$ cat src/rtl/core/rdd_pkg.sv
package rdd_pkg;

    localparam int SAMPLE_W = 24;
    localparam int TRIG_W   = 17;
    localparam int LON_W    = 21;
    localparam int SQ_W     = 40;
    localparam int ROOT_W   = 20;
    localparam int FRAC_W   = 15;
    localparam int WGT_W    = 16;
    localparam int PROD_W   = 41;
    localparam int ACC_W    = 42;
    localparam int OFF_W    = 29;
    localparam int CFG_IDX_W = 2;

    localparam logic [WGT_W-1:0] ONE_Q15 = 16'd32768;
    localparam logic [63:0] TWO_PI_Q30 = 64'd6746518852;

    localparam logic [CFG_IDX_W-1:0] CFG_PHASE_STEP = 2'd0;
    localparam logic [CFG_IDX_W-1:0] CFG_EXCURSION  = 2'd1;
    localparam logic [CFG_IDX_W-1:0] CFG_MIC_DIST   = 2'd2;
    localparam logic [CFG_IDX_W-1:0] CFG_SPARE      = 2'd3;

    typedef struct packed {
        logic valid;
        logic mic;
        logic tap0;
        logic last;
    } rd_step_t;

endpackage

$ cat src/rtl/core/rdd_merge.sv
module rdd_merge (
    input  logic                               aclk,
    input  logic                               aresetn,
    input  rdd_pkg::rd_step_t                  step,
    input  logic [rdd_pkg::SAMPLE_W-1:0]       data_a,
    input  logic [rdd_pkg::SAMPLE_W-1:0]       data_b,
    input  logic [rdd_pkg::WGT_W-1:0]          wgt_a,
    input  logic [rdd_pkg::WGT_W-1:0]          wgt_b,
    output logic                               done,
    output logic [rdd_pkg::SAMPLE_W-1:0]       left_out,
    output logic [rdd_pkg::SAMPLE_W-1:0]       right_out
);

    rdd_pkg::rd_step_t                  ctl_reg;
    logic signed [rdd_pkg::PROD_W-1:0]  prod_a_reg;
    logic signed [rdd_pkg::PROD_W-1:0]  prod_b_reg;
    logic signed [rdd_pkg::ACC_W-1:0]   acc_l_reg;
    logic signed [rdd_pkg::ACC_W-1:0]   acc_r_reg;
    logic                               done_reg;

    logic signed [rdd_pkg::ACC_W-1:0]   pair_sum;
    logic signed [rdd_pkg::ACC_W-1:0]   rnd_l;
    logic signed [rdd_pkg::ACC_W-1:0]   rnd_r;

    always_comb begin
        pair_sum = rdd_pkg::ACC_W'(prod_a_reg) + rdd_pkg::ACC_W'(prod_b_reg);
        rnd_l    = acc_l_reg + rdd_pkg::ACC_W'(rdd_pkg::ONE_Q15);
        rnd_r    = acc_r_reg + rdd_pkg::ACC_W'(rdd_pkg::ONE_Q15);
    end

    always_ff @(posedge aclk) begin
        prod_a_reg <= $signed(data_a) * $signed({1'b0, wgt_a});
        prod_b_reg <= $signed(data_b) * $signed({1'b0, wgt_b});
        if (ctl_reg.valid) begin
            if (ctl_reg.mic) begin
                acc_r_reg <= ctl_reg.tap0 ? pair_sum : acc_r_reg + pair_sum;
            end else begin
                acc_l_reg <= ctl_reg.tap0 ? pair_sum : acc_l_reg + pair_sum;
            end
        end
    end

    always_ff @(posedge aclk) begin
        if (!aresetn) begin
            ctl_reg  <= '0;
            done_reg <= 1'b0;
        end else begin
            ctl_reg  <= step;
            done_reg <= ctl_reg.valid & ctl_reg.last;
        end
    end

    assign done      = done_reg;
    assign left_out  = rnd_l[16 +: rdd_pkg::SAMPLE_W];
    assign right_out = rnd_r[16 +: rdd_pkg::SAMPLE_W];

endmodule

$ cat config.mk
export PLATFORM = sky130hd
export DESIGN_NAME = rdd_merge
export DESIGN_NICKNAME = d
export VERILOG_FILES = /design/src/rtl/core/rdd_pkg.sv /design/src/rtl/core/rdd_merge.sv
export SDC_FILE = /design/constraint.sdc
export NUM_CORES = 2
export LEC_CHECK = 0
export BUFFER_PORTS_ARGS = -buffer_cell sky130_fd_sc_hd__clkbuf_2
export CORE_MARGIN = 8
export CORE_UTILIZATION = 30
export CTS_CLUSTER_DIAMETER = 150
export DETAILED_ROUTE_END_ITERATION = 10
export MAX_ROUTING_LAYER = met4
export PLACE_DENSITY_LB_ADDON = 0.2
export SLEW_MARGIN = 20
export SYNTH_ARGS = -nofsm -noshare
export SYNTH_HDL_FRONTEND = slang
export SYNTH_SLANG_ARGS = --single-unit
$ cat constraint.sdc
create_clock -name aclk -period 10.28 [get_ports aclk]
set_clock_uncertainty 0.1 [all_clocks]
set_input_delay 0.514 -clock aclk [delete_from_list [all_inputs] [get_ports aclk]]
set_output_delay 0.514 -clock aclk [all_outputs]
set_load 0.03 [all_outputs]
# == Yosys cells after proc, flatten, opt, wreduce, memory -nomap -nowiden ==
# Index checks and enable logic that the tools add are counted.
# classes
n_reduce_logical,2
mul,2
n_mux,2
n_addsub,5
bitwise_logic,2
# ops
operator,count
$add A42 B42 Y42,2
$mux W42,2
$mul A24 B17 Y41,2
$add A40 B16 Y40 const B,2
$add A41 B41 Y42,1
$reduce_and A2 Y1,2
$and A1 B1 Y1,1
$not A1 Y1,1
# word_totals
regBits,171
out_inout_bits,49
wordCells,22
input_bits,86

# == Logic depth before layout (Yosys ltp) ==
# depth
word_depth,3
depth_mapped,26
ltp_nobuf,25

# == Worst setup path before layout ==
# Ideal clock, no wire load.
# synth_timing
path_type,input-to-reg
start,input wgt_a[8] in the netlist's numbering
end,register prod_a_reg[32] in the netlist's numbering
path_slack_ps,3723
stages,24
required_time_ps,10060
n_path_buf,1
arrival_ps,6336
setup_ps,120
cell_sequence,clkbuf_1 nand2_1 fa_1 inv_1 fa_1 inv_1 fa_1 inv_1 fa_1 fa_1 inv_1 fa_1 inv_1 ha_1 a21o_1 a21oi_1 a21oi_1 a221o_1 a31oi_1 o21ai_1 or2_2 a211o_1 o41a_1 xor2_1
# synth_via
elab_chain_len,1
# synth_lines
item,line,text
from (decl),rdd_merge.sv:7,"input logic [rdd_pkg::WGT_W-1:0] wgt_a,"
$mul A24 B17 Y41,rdd_merge.sv:32,"prod_a_reg <= $signed(data_a) * $signed({1'b0, wgt_a});"
to (signal assigned),rdd_merge.sv:32,
to (decl),rdd_merge.sv:15,logic signed [rdd_pkg::PROD_W-1:0] prod_a_reg;
# Every way passes these cells.
# A chain may end at the register's enable or synchronous reset.

# == Worst setup path in the final report ==
# layout_timing
start,input wgt_b[5] in the netlist's numbering
end,register prod_b_reg[39] in the netlist's numbering
# layout_via
elab_chain_len,1
# layout_lines
item,line,text
from (decl),rdd_merge.sv:8,"input logic [rdd_pkg::WGT_W-1:0] wgt_b,"
$mul A24 B17 Y41,rdd_merge.sv:33,"prod_b_reg <= $signed(data_b) * $signed({1'b0, wgt_b});"
to (signal assigned),rdd_merge.sv:33,
to (decl),rdd_merge.sv:16,logic signed [rdd_pkg::PROD_W-1:0] prod_b_reg;
# Every way passes these cells.

==> results.py <==
metrics = {
    "layout": {
        "area_growth_pct": 7.486,
        "final.fill_count": 13510,
        "final_nets": 5494,
        "drive_gt1_share_pct": 4.703,
    },
    "sta": {
        "layout_min_cycle_time_ns": 6.990,
        "fmax_mhz": 143.1,
        "finalHoldViolCount": 0,
        "slew_headroom_pct": 26.19,
        "tightest_slew_ns": 1.099,
        "grt_setup_unrepaired": "no",
        "finalMaxSlewViolations": 0,
        "fin_crit_sh_pct": 68.00,
        "setup_tns_ns": 0,
        "setup_viol_count_final": 0,
    },
    "critical_path": {
        "cp_slowest_cell": "fa_1",
        "crit_top_cell": "fa_1",
        "crit_required_ns": 10.55,
        "critical_path.max_stage_delay_ns": 0.54,
        "cp_data_arrival_time_ns": 7.26,
        "crit_chain": "clkbuf_2, and2_1, fa_1, inv_1, fa_1, fa_1, fa_1, inv_1, fa_1, inv_1, fa_1, inv_1, ha_1, a21oi_1, o21ai_0, or3_1, o21ai_0, a31oi_1, a31oi_1, o21ai_0, a21o_1, a31oi_1, xnor2_1",
        "crit_type": "in -> reg",
        "cp-end-kind": "flop",
        "setup.worst_path.start_class": "input pin",
        "crit_fanout": 24,
        "r2r_setup_slack_ns": 3.77,
    },
    "global_route": {
        "antenna_found_initial": 6,
        "grt_start_max_net_pins": 95,
        "grt_pass1_vias": 31000,
        "grt_first_pass_wirelength_um": 173300,
        "gr-usage-all-layers_pct": 15.99,
        "grt-ovfl-total": 0,
    },
    "cts": {
        "post_cts_resized": 0,
        "cts_hold_buf": 0,
        "clk_latency_ns": 0.49,
        "post_cts_buffers": 0,
        "cts_max_level": 4,
        "clock_path_buffers": 2,
        "tritoncts": "done",
        "cts_buffers": 17,
        "clk_pin_slew_ns": 0.07,
        "cts_sinks": 165,
        "cts_root_buf": "clkbuf_16",
    },
    "synthesis": {
        "yosys.area_share.adder_pct": 48.90,
        "yosys.cell_count.top_type": "inv_1",
        "synth_xor_xnor_area_share_pct": 5.440,
        "synth_top_flop_cell": "dfxtp_1",
        "synthSimpleGateAreaFrac_pct": 15.02,
        "seq_area_frac_synth_pct": 10.62,
        "synthTopCellsByCount": "926 x inv_1, 747 x fa_1, 606 x nand2_1",
        "synthesis.area_um2": 38640,
        "synthTopCellsByArea": "fa_1 39%, ha_1 10%, inv_1 9.0%, edfxtp_1 6.2%, nand2_1 5.9%",
        "yosysTopAreaCell": "fa_1",
        "synth_edf_count": 80,
        "synth_top_family_by_area": "adder cells",
        "synthMuxAreaShare_pct": 0.4501,
        "avgSynthCellArea_um2": 8.930,
        "synth_top_area_share_pct": 38.70,
        "synth-seq-cells": 165,
        "ys.warnings.count": 0,
        "syn_inst": 4327,
        "syn-num-nets": 5475,
        "synth-compound-area-share_pct": 9.219,
        "async_flop_share_pct": 0,
        "ys_types": 69,
    },
    "floorplanning": {
        "ioPinCount": 135,
        "core_area_um2": 127700,
        "start_util_pct": 30.26,
        "die_h_um": 374.9,
        "fp.dieArea_um2": 140500,
        "dieWidth_um": 374.9,
        "rows": 131,
    },
    "route": {
        "first_pass_iters": 6,
        "drt-wirelength-per-cell_um": 17.93,
        "routed_wl_um": 108000,
        "num_vias": 28570,
        "via_per_inst": 4.741,
        "detail-route-antenna-nets": 0,
        "drc": 0,
        "dr.first_iter.drc_count": 1355,
    },
    "status": {
        "status": "finished clean",
    },
    "worst_hold_path": {
        "hold_path.class": "in -> reg",
    },
    "placed_design": {
        "gp_congestion": 0.8629,
        "portBuffers": 134,
        "hpwl_um": 88770,
    },
    "flow_run": {
        "maxCapViolCount": 0,
    },
}
## final timing paths
path	startpoint	endpoint	depth (start not counted)
worst max-delay path	wgt_b[5]	prod_b_reg[39]$_DFF_P_	23
worst min-delay path	step[3]	ctl_reg[3]$_SDFF_PN0_	2
worst max register to register	prod_a_reg[1]$_DFF_P_	acc_r_reg[38]$_DFFE_PP_	20
worst min register to register	ctl_reg[0]$_SDFF_PN0_	done$_SDFF_PN0_	1
## kinds of logic after synthesis
group           count (synthesis)
buf+inv                      1065
simple gates                 1216
xor+xnor                      240
compound gates                563
mux                            16
flops                         165
fa+ha+maj                    1062
## metal layers
layer | track usage [%] | vias to the layer above | share of wire (%)
met5 | - | - | 0
met4 | 2.502 | 0 | 1.1
met3 | 1.610 | 79 | 3.1
met2 | 29.28 | 411 | 53
met1 | 19.33 | 14660 | 43
li1 | - | 13410 | -
## through the flow
stage / instances / setup WS (ns) / instance area (um2) / hold WS [ns] / util, %
floorplan: 4327 / 3.723 / 38640 / 0.3290 / -
global placement: 5989 / 2.811 / 40920 / 0.3356 / 32.04
detailed placement: 5989 / 2.845 / 40920 / 0.3479 / 32.04
CTS: 6021 / 3.364 / 41520 / 0.08016 / 32.52
global route: 6023 / 2.911 / 41530 / 0.1349 / 32.52
finish: 6025 / 3.290 / 41530 / 0.1255 / 32.53
## cell type report
class,instances,area (um2),share of cell area (%)
Tap cell,1662,2079,5.007
Multi-Input combinational cell,3097,30550,73.55
Inverter,926,3476,8.369
Clock buffer,20,489.2,1.178
Clock inverter,12,117.6,0.2832
Sequential cell,165,4105,9.884
Antenna cell,4,10.01,0.02410
Timing Repair Buffer,139,708.2,1.705
## placed cells by master (no fill, tap or decap), types with 16 or more instances in the layout
| cell type | Yosys | routed |
|---|---|---|
| a211oi_1 | 20 | 20 |
| a21o_1 | 82 | 82 |
| a21oi_1 | 160 | 160 |
| a31oi_1 | 20 | 20 |
| and2_1 | 316 | 315 |
| and3_1 | 37 | 37 |
| clkbuf_16 | 0 | 19 |
| clkbuf_2 | 0 | 134 |
| dfxtp_1 | 85 | 84 |
| edfxtp_1 | 80 | 80 |
| fa_1 | 747 | 747 |
| ha_1 | 315 | 315 |
| inv_1 | 926 | 926 |
| nand2_1 | 606 | 606 |
| nand2b_1 | 16 | 16 |
| nand3_1 | 40 | 40 |
| nand4_1 | 32 | 32 |
| nor2_1 | 104 | 104 |
| nor3_1 | 17 | 17 |
| o21a_1 | 21 | 21 |
| o21ai_0 | 142 | 142 |
| o21bai_1 | 25 | 25 |
| xnor2_1 | 166 | 166 |
| xor2_1 | 74 | 74 |
## worst max-delay path: cells and delay by family
family / cells / cell delay [ns]
and+or+nand+nor: 2 / 0.71
AOI/OAI and AO/OA: 8 / 1.96
adders and majority gates: 7 / 3.37
buffers and inverters: 5 / 0.59
xor gates and xnor gates: 1 / 0.10
Power is left out: the tool's default activity adds up to more than one toggle a clock period on the data nets, which glitch-free logic cannot reach.
