$ cat src/rtl/core/rdd_pkg.sv
package rdd_pkg;

    localparam int SAMPLE_W = 24;
    localparam int TRIG_W   = 17;
    localparam int LON_W    = 21;
    localparam int SQ_W     = 40;
    localparam int ROOT_W   = 20;
    localparam int FRAC_W   = 15;
    localparam int WGT_W    = 16;
    localparam int PROD_W   = 41;
    localparam int ACC_W    = 42;
    localparam int OFF_W    = 29;
    localparam int CFG_IDX_W = 2;

    localparam logic [WGT_W-1:0] ONE_Q15 = 16'd32768;
    localparam logic [63:0] TWO_PI_Q30 = 64'd6746518852;

    localparam logic [CFG_IDX_W-1:0] CFG_PHASE_STEP = 2'd0;
    localparam logic [CFG_IDX_W-1:0] CFG_EXCURSION  = 2'd1;
    localparam logic [CFG_IDX_W-1:0] CFG_MIC_DIST   = 2'd2;
    localparam logic [CFG_IDX_W-1:0] CFG_SPARE      = 2'd3;

    typedef struct packed {
        logic valid;
        logic mic;
        logic tap0;
        logic last;
    } rd_step_t;

endpackage

$ cat src/rtl/core/rdd_lane.sv
module rdd_lane #(
    parameter int DELAY_DEPTH = 2048,
    parameter int AW          = 11
) (
    input  logic                               aclk,
    input  logic                               aresetn,
    input  logic                               start,
    input  logic                               add_trig,
    input  logic signed [rdd_pkg::TRIG_W-1:0]  trig_lon,
    input  logic signed [rdd_pkg::TRIG_W-1:0]  trig_trans,
    input  logic [15:0]                        mic_dist,
    input  logic [7:0]                         excursion,
    output logic                               valid,
    output logic [AW-1:0]                      delay_int,
    output logic [rdd_pkg::FRAC_W-1:0]         delay_frac
);

    localparam logic [31:0] LIM = 32'(DELAY_DEPTH - 1) << rdd_pkg::FRAC_W;

    typedef enum logic [5:0] {
        L_IDLE = 6'b000001,
        L_SQ   = 6'b000010,
        L_SUM  = 6'b000100,
        L_ROOT = 6'b001000,
        L_MUL  = 6'b010000,
        L_SAT  = 6'b100000
    } lane_state_t;

    lane_state_t                        state_reg;
    logic signed [rdd_pkg::LON_W-1:0]   lon_reg;
    logic signed [rdd_pkg::TRIG_W-1:0]  trans_reg;
    logic [rdd_pkg::SQ_W-1:0]           lsq_reg;
    logic [rdd_pkg::SQ_W-1:0]           tsq_reg;
    logic [rdd_pkg::SQ_W-1:0]           rem_reg;
    logic [rdd_pkg::SQ_W-1:0]           res_reg;
    logic [rdd_pkg::SQ_W-1:0]           bit_reg;
    logic [4:0]                         cnt_reg;
    logic [rdd_pkg::OFF_W-1:0]          off_reg;
    logic                               valid_reg;
    logic [AW-1:0]                      d_reg;
    logic [rdd_pkg::FRAC_W-1:0]         f_reg;

    logic signed [rdd_pkg::LON_W-1:0]     mic_q15;
    logic signed [rdd_pkg::LON_W-1:0]     lon_next;
    logic signed [2*rdd_pkg::LON_W-1:0]   lon_sq;
    logic signed [2*rdd_pkg::TRIG_W-1:0]  trans_sq;
    logic [rdd_pkg::SQ_W-1:0]             trial;
    logic [rdd_pkg::ROOT_W:0]             scale;
    logic [31:0]                          off_ext;

    always_comb begin
        mic_q15  = $signed({2'b00, mic_dist, 3'b000});
        lon_next = add_trig ? mic_q15 + rdd_pkg::LON_W'(trig_lon)
                            : mic_q15 - rdd_pkg::LON_W'(trig_lon);
        lon_sq   = lon_reg * lon_reg;
        trans_sq = trans_reg * trans_reg;
        trial    = res_reg + bit_reg;
        scale    = (rdd_pkg::ROOT_W + 1)'(rdd_pkg::ONE_Q15)
                 + (rdd_pkg::ROOT_W + 1)'(res_reg[rdd_pkg::ROOT_W-1:0]);
        off_ext  = 32'(off_reg);
    end

    always_ff @(posedge aclk) begin
        if (!aresetn) begin
            state_reg <= L_IDLE;
            valid_reg <= 1'b0;
            cnt_reg   <= '0;
        end else begin
            case (state_reg)
                L_IDLE: begin
                    if (start) begin
                        lon_reg   <= lon_next;
                        trans_reg <= trig_trans;
                        valid_reg <= 1'b0;
                        state_reg <= L_SQ;
                    end
                end
                L_SQ: begin
                    lsq_reg   <= lon_sq[rdd_pkg::SQ_W-1:0];
                    tsq_reg   <= rdd_pkg::SQ_W'(unsigned'(trans_sq));
                    state_reg <= L_SUM;
                end
                L_SUM: begin
                    rem_reg   <= lsq_reg + tsq_reg;
                    res_reg   <= '0;
                    bit_reg   <= rdd_pkg::SQ_W'(1) << (rdd_pkg::SQ_W - 2);
                    cnt_reg   <= '0;
                    state_reg <= L_ROOT;
                end
                L_ROOT: begin
                    if (rem_reg >= trial) begin
                        rem_reg <= rem_reg - trial;
                        res_reg <= (res_reg >> 1) + bit_reg;
                    end else begin
                        res_reg <= res_reg >> 1;
                    end
                    bit_reg <= bit_reg >> 2;
                    cnt_reg <= cnt_reg + 5'd1;
                    if (cnt_reg == 5'(rdd_pkg::ROOT_W - 1)) begin
                        state_reg <= L_MUL;
                    end
                end
                L_MUL: begin
                    off_reg   <= rdd_pkg::OFF_W'(excursion) * rdd_pkg::OFF_W'(scale);
                    state_reg <= L_SAT;
                end
                L_SAT: begin
                    if (off_ext > LIM) begin
                        d_reg <= AW'(DELAY_DEPTH - 1);
                        f_reg <= '0;
                    end else begin
                        d_reg <= off_ext[rdd_pkg::FRAC_W +: AW];
                        f_reg <= off_ext[rdd_pkg::FRAC_W-1:0];
                    end
                    valid_reg <= 1'b1;
                    state_reg <= L_IDLE;
                end
                default: begin
                    state_reg <= L_IDLE;
                end
            endcase
        end
    end

    assign valid      = valid_reg;
    assign delay_int  = d_reg;
    assign delay_frac = f_reg;

endmodule

$ cat config.mk
export PLATFORM = sky130hd
export DESIGN_NAME = rdd_lane
export DESIGN_NICKNAME = d
export VERILOG_FILES = /design/src/rtl/core/rdd_pkg.sv /design/src/rtl/core/rdd_lane.sv
export SDC_FILE = /design/constraint.sdc
export NUM_CORES = 2
export LEC_CHECK = 0
export BUFFER_PORTS_ARGS = -buffer_cell sky130_fd_sc_hd__buf_2
export CAP_MARGIN = 15
export CORE_AREA = 5 5 329 364
export DETAILED_ROUTE_END_ITERATION = 10
export DIE_AREA = 0 0 334 369
export GPL_TIMING_DRIVEN = 0
export SYNTH_ARGS = -nofsm -noshare
export SYNTH_HDL_FRONTEND = slang
export SYNTH_SLANG_ARGS = --single-unit
$ cat constraint.sdc
create_clock -name aclk -period 16.05 [get_ports aclk]
set_clock_uncertainty 0.15 [all_clocks]
set_input_delay 0.8025 -clock aclk [delete_from_list [all_inputs] [get_ports aclk]]
set_output_delay 0.8025 -clock aclk [all_outputs]
set_load 0.02 [all_outputs]
# --- Yosys cells after proc, flatten, opt, wreduce, memory -nomap -nowiden ---
# Index checks and enable logic that the tools add are counted.
totals:
  wordCells: 58
  input_bits: 62
  ff_bits: 299
  out_inout_bits: 27
classes:
  add_sub_neg: 8
  n_mul: 3
  reduce_logical: 10
  n_mux: 12
  magnitude_cmp: 2
  eq_ne: 10
op_table:
  columns: ["cell", "n"]
  rows:
  - ["case mux 40 bit (2 select lines)", 3]
  - ["2-to-1 mux 40 bit", 2]
  - ["adder 39 x 40 -> 40 bit", 1]
  - ["adder 40 x 34 -> 40 bit", 1]
  - ["adder 40 bit", 1]
  - [">= comparator 40 bit", 1]
  - ["multiplier 21 x 21 -> 40 bit", 1]
  - ["subtractor 40 bit", 1]
  - ["multiplier 17 x 17 -> 34 bit", 1]
  - ["case mux 6 bit (5 select lines)", 1]
  - ["greater-than comparator 29 x 26 -> 1 bit, second input constant", 1]
  - ["multiplier 8 x 21 -> 29 bit", 1]
  - ["adder 16 x 20 -> 21 bit, first input constant", 1]
  - ["adder 20 x 17 -> 21 bit", 1]
  - ["2-to-1 mux 21 bit", 1]
  - ["subtractor 20 x 17 -> 21 bit", 1]
  - ["2-to-1 mux 6 bit", 2]
  - ["AND reduction 2 bit", 6]
  - ["case mux 5 bit (2 select lines)", 1]
  - ["== test 6 x 1 -> 1 bit, second input constant", 1]
  - ["== test 6 x 2 -> 1 bit, second input constant", 1]
  - ["== test 6 x 3 -> 1 bit, second input constant", 1]
  - ["== test 6 x 4 -> 1 bit, second input constant", 1]
  - ["== test 6 x 5 -> 1 bit, second input constant", 1]
  - ["other kinds (8)", 12]

# --- Longest topological paths before layout ---
logic_depth:
  depth_word: 4
  depth_mapped: 28
  ltp_nobuf: 27

# --- Least setup slack after synthesis ---
# Ideal clock, no wire load.
synth_path:
  path_kind: "reg-to-reg"
  from: "register lon_reg[3] in the netlist's numbering"
  to: "register lsq_reg[34] in the netlist's numbering, data pin"
  n_path_buf: 2
  t_required_ns: 15.641
  setup_time_ns: 0.259
  arrival_ns: 6.897
  path_slack_ns: 8.744
  stages_incl_launch_ff: 28
  synth_period_minus_slack_ns: 7.306
  path_cell_list: "edfxtp_1 -> clkbuf_1 -> clkbuf_1 -> nand2_1 -> fa_1 -> inv_1 -> fa_1 -> inv_1 -> fa_1 -> inv_1 -> fa_1 -> inv_1 -> fa_1 -> inv_1 -> fa_1 -> inv_1 -> fa_1 -> inv_1 -> ha_1 -> a21o_1 -> a221o_1 -> a21oi_1 -> a21oi_1 -> o31ai_1 -> a2111oi_0 -> or3_1 -> a21oi_1 -> xnor2_1"
synth_between:
  elab_chain_len: 1
synth_rtl:
  columns: ["item", "line", "rtl"]
  rows:
  - ["start: declaration", "rdd_lane.sv:30", "logic signed [rdd_pkg::LON_W-1:0] lon_reg;"]
  - ["start signal: assignment", "rdd_lane.sv:72", "lon_reg <= lon_next;"]
  - ["multiplier 21 x 21 -> 40 bit", "rdd_lane.sv:55", "lon_sq = lon_reg * lon_reg;"]
  - ["net lon_sq (one bit)", "rdd_lane.sv:45", "logic signed [2*rdd_pkg::LON_W-1:0] lon_sq;"]
  - ["end signal: assignment", "rdd_lane.sv:79", "lsq_reg <= lon_sq[rdd_pkg::SQ_W-1:0];"]
  - ["end: declaration", "rdd_lane.sv:32", "logic [rdd_pkg::SQ_W-1:0] lsq_reg;"]
# The timed path passes the listed nets, and every way through them passes these cells.
# A chain may end at the register's enable or synchronous reset.

# --- Final worst setup path ---
layout_path:
  from: "register lon_reg[3] in the netlist's numbering"
  to: "register lsq_reg[38] in the netlist's numbering, data pin"
# Same word-level chain as after synthesis.

==> run metrics <==
placed cell count 6,344; CP max stage delay 0.69 ns; Clock Tree Root clkbuf_16; Yosys reg bits 277; sequential share of the synthesized area 0.179; max_cap viols 0; die width 334 µm; post-DR wirelength/cell 17.4 µm; pin count of the biggest net entering global routing 37; vias post-DR 32,626; CTS tree done; FF-to-FF setup slack 6.83 ns; post-synth cell types 82; area of the core 115,000 µm²; clock buffer depth 3; Final min period 9.22 ns; CTS Sinks 277; Via-to-Cell Ratio 5.09; Util after Layout 0.430; total negative setup slack 0 ns; drt total wl 111,000 µm; hold_buf cts 0; Top delay family on crit path adder cells; Worst EP required 16.24 ns; Setup WS post-layout 6.83 ns; Final Net Count 6,112; arrival time worst endpoint 9.41 ns; Setup WS pre-CTS 6.84 ns; worst hold path type in2reg; Max Clk Rate 0.108 GHz; clock-pin slew on the worst setup and hold paths 0.07 ns; TritonRoute pass-1 iters 5; commonest non-fill, non-tap cells in the layout inv_1, fa_1, nand2_1; Async S/R FF share, synth 0; initial DRC count 1,855; Worst Hold Depth 1; overall global routing resource usage 0.183; drt drc 0; HPWL Detailed 92,700 µm; fill count 11,336; crit path kind reg2reg; Routed Antenna Nets 0; RR Endpoint lsq_reg[38]; Die Y 369 µm; slowest CP cell clkbuf_1; row count 131; IO buf count 88; Final setup viols 0; cts repair resizes 0; commonest non-fill, non-tap cell in the layout inv_1; FF-to-FF Start lon_reg[3]; Setup crit end kind flop; Post-CTS Setup Bufs 0; final slew viol count 0; starting density of the core 0.397; status complete, no violations; Synth-to-Final Area Change 8.29%; vias in the first global route 34,418; latest clock arrival within the worst-skew pair 0.62 ns; GPL Wtd Cong 0.903; Final Hold Viols 0; layout cells sized above 1 0.0441; Top Ports 89; non-filler instance count after layout 6,410; die area 123,000 µm²; cell area after synthesis 45,800 µm²; first-pass GRT wire length 181,000 µm; Hold Path End trans_reg[5]; Post-synth EDFFs 265; post-synth net total 5,974; Avg Cell Area, Syn 9.72 µm²; Rel. slew slack 0.284; worst slew pin tran 1.07 ns; H-tree depth 2; antenna violations before repair 5; Worst R2R Path Depth 28; Critical Path Stages 28; RSZ-0062 raised after global routing false; Synth Flop Type edfxtp_1; cts bufs inserted 36; period utilization 0.574; total global routing overflow 0; Worst setup SP type flop; cells after synthesis 4,715; Crit. Startpoint lon_reg[3]; Max FO, Critical Path 10; warnings from Yosys 0; CP Buf/Inv Count 9; Worst Hold Launch trig_trans[5]
-- logic make-up after synthesis --
group                    synth area share
adder cells (fa/ha/maj)             0.456
AND/OR/NAND/NOR                     0.126
multiplexers                      0.00273
AO/OA/AOI/OAI                      0.0919
buffers and inverters              0.0912
flip-flops                          0.179
XOR/XNOR                           0.0537
-- worst reg2reg max path: cells and delay by family (launching register included) --
kind,cells,cell delay [ns]
buffers and inverters,9,1.68
flip-flops,1,0.32
adder cells (fa/ha/maj),8,3.81
AO/OA/AOI/OAI,8,2.30
AND/OR/NAND/NOR,2,0.61
XOR/XNOR,1,0.10
-- stage by stage --
stage / area [µm²] / hold WS, ns
global placement: 48200 / 0.282
CTS: 49600 / 0.195
floorplan: 45800 / 0.264
global route: 49600 / 0.209
finish: 49600 / 0.241
detailed placement: 48400 / 0.287
-- synth_stat cells, types with 40 or more instances --
library cell,instances,area [µm²]
clkbuf_1,118,443
and2_1,245,1530
inv_1,979,3670
nor2b_1,40,250
edfxtp_1,265,7960
xor2_1,104,911
o21ai_0,140,701
xnor2_1,177,1550
ha_1,407,5090
a211oi_1,41,308
nand2b_1,50,313
a31oi_1,42,263
nand2_1,425,1600
nor3_1,52,260
a21o_1,63,473
a21oi_1,158,791
fa_1,790,15800
nor2_1,241,905
-- metal layers --
| metal | global-route usage | part of all wire | up-vias |
|---|---|---|---|
| met2 | 0.319 | 0.50 | 850 |
| met1 | 0.234 | 0.42 | 16354 |
| met3 | 0.0274 | 0.055 | 174 |
| li1 | - | - | 15246 |
| met4 | 0.0563 | 0.033 | 2 |
| met5 | 0 | 0.00012 | - |
-- how the worst max path moves through the flow --
stage	endpoint	slack, ns
6_report	lsq_reg[38]	6.83
5_1_grt	lsq_reg[38]	6.41
4_1_cts	lsq_reg[38]	6.84
3_5_place_dp	lsq_reg[38]	6.84
3_3_place_gp	lsq_reg[38]	6.94
2_1_floorplan	lsq_reg[34]	8.74
-- cell type report --
class	instances	area, µm²	area share
Antenna cell	3	7.51	0.000151
Buffer	128	489	0.00986
Clock buffer	39	912	0.0184
Clock inverter	24	315	0.00635
Inverter	983	3690	0.0743
Multi-Input combinational cell	3327	33500	0.675
Sequential cell	277	8200	0.165
Tap cell	1529	1910	0.0385
Timing Repair Buffer	100	621	0.0125
Power is not shown: default switching activity piles up to over one toggle a cycle in this logic, so the estimate is an artifact.
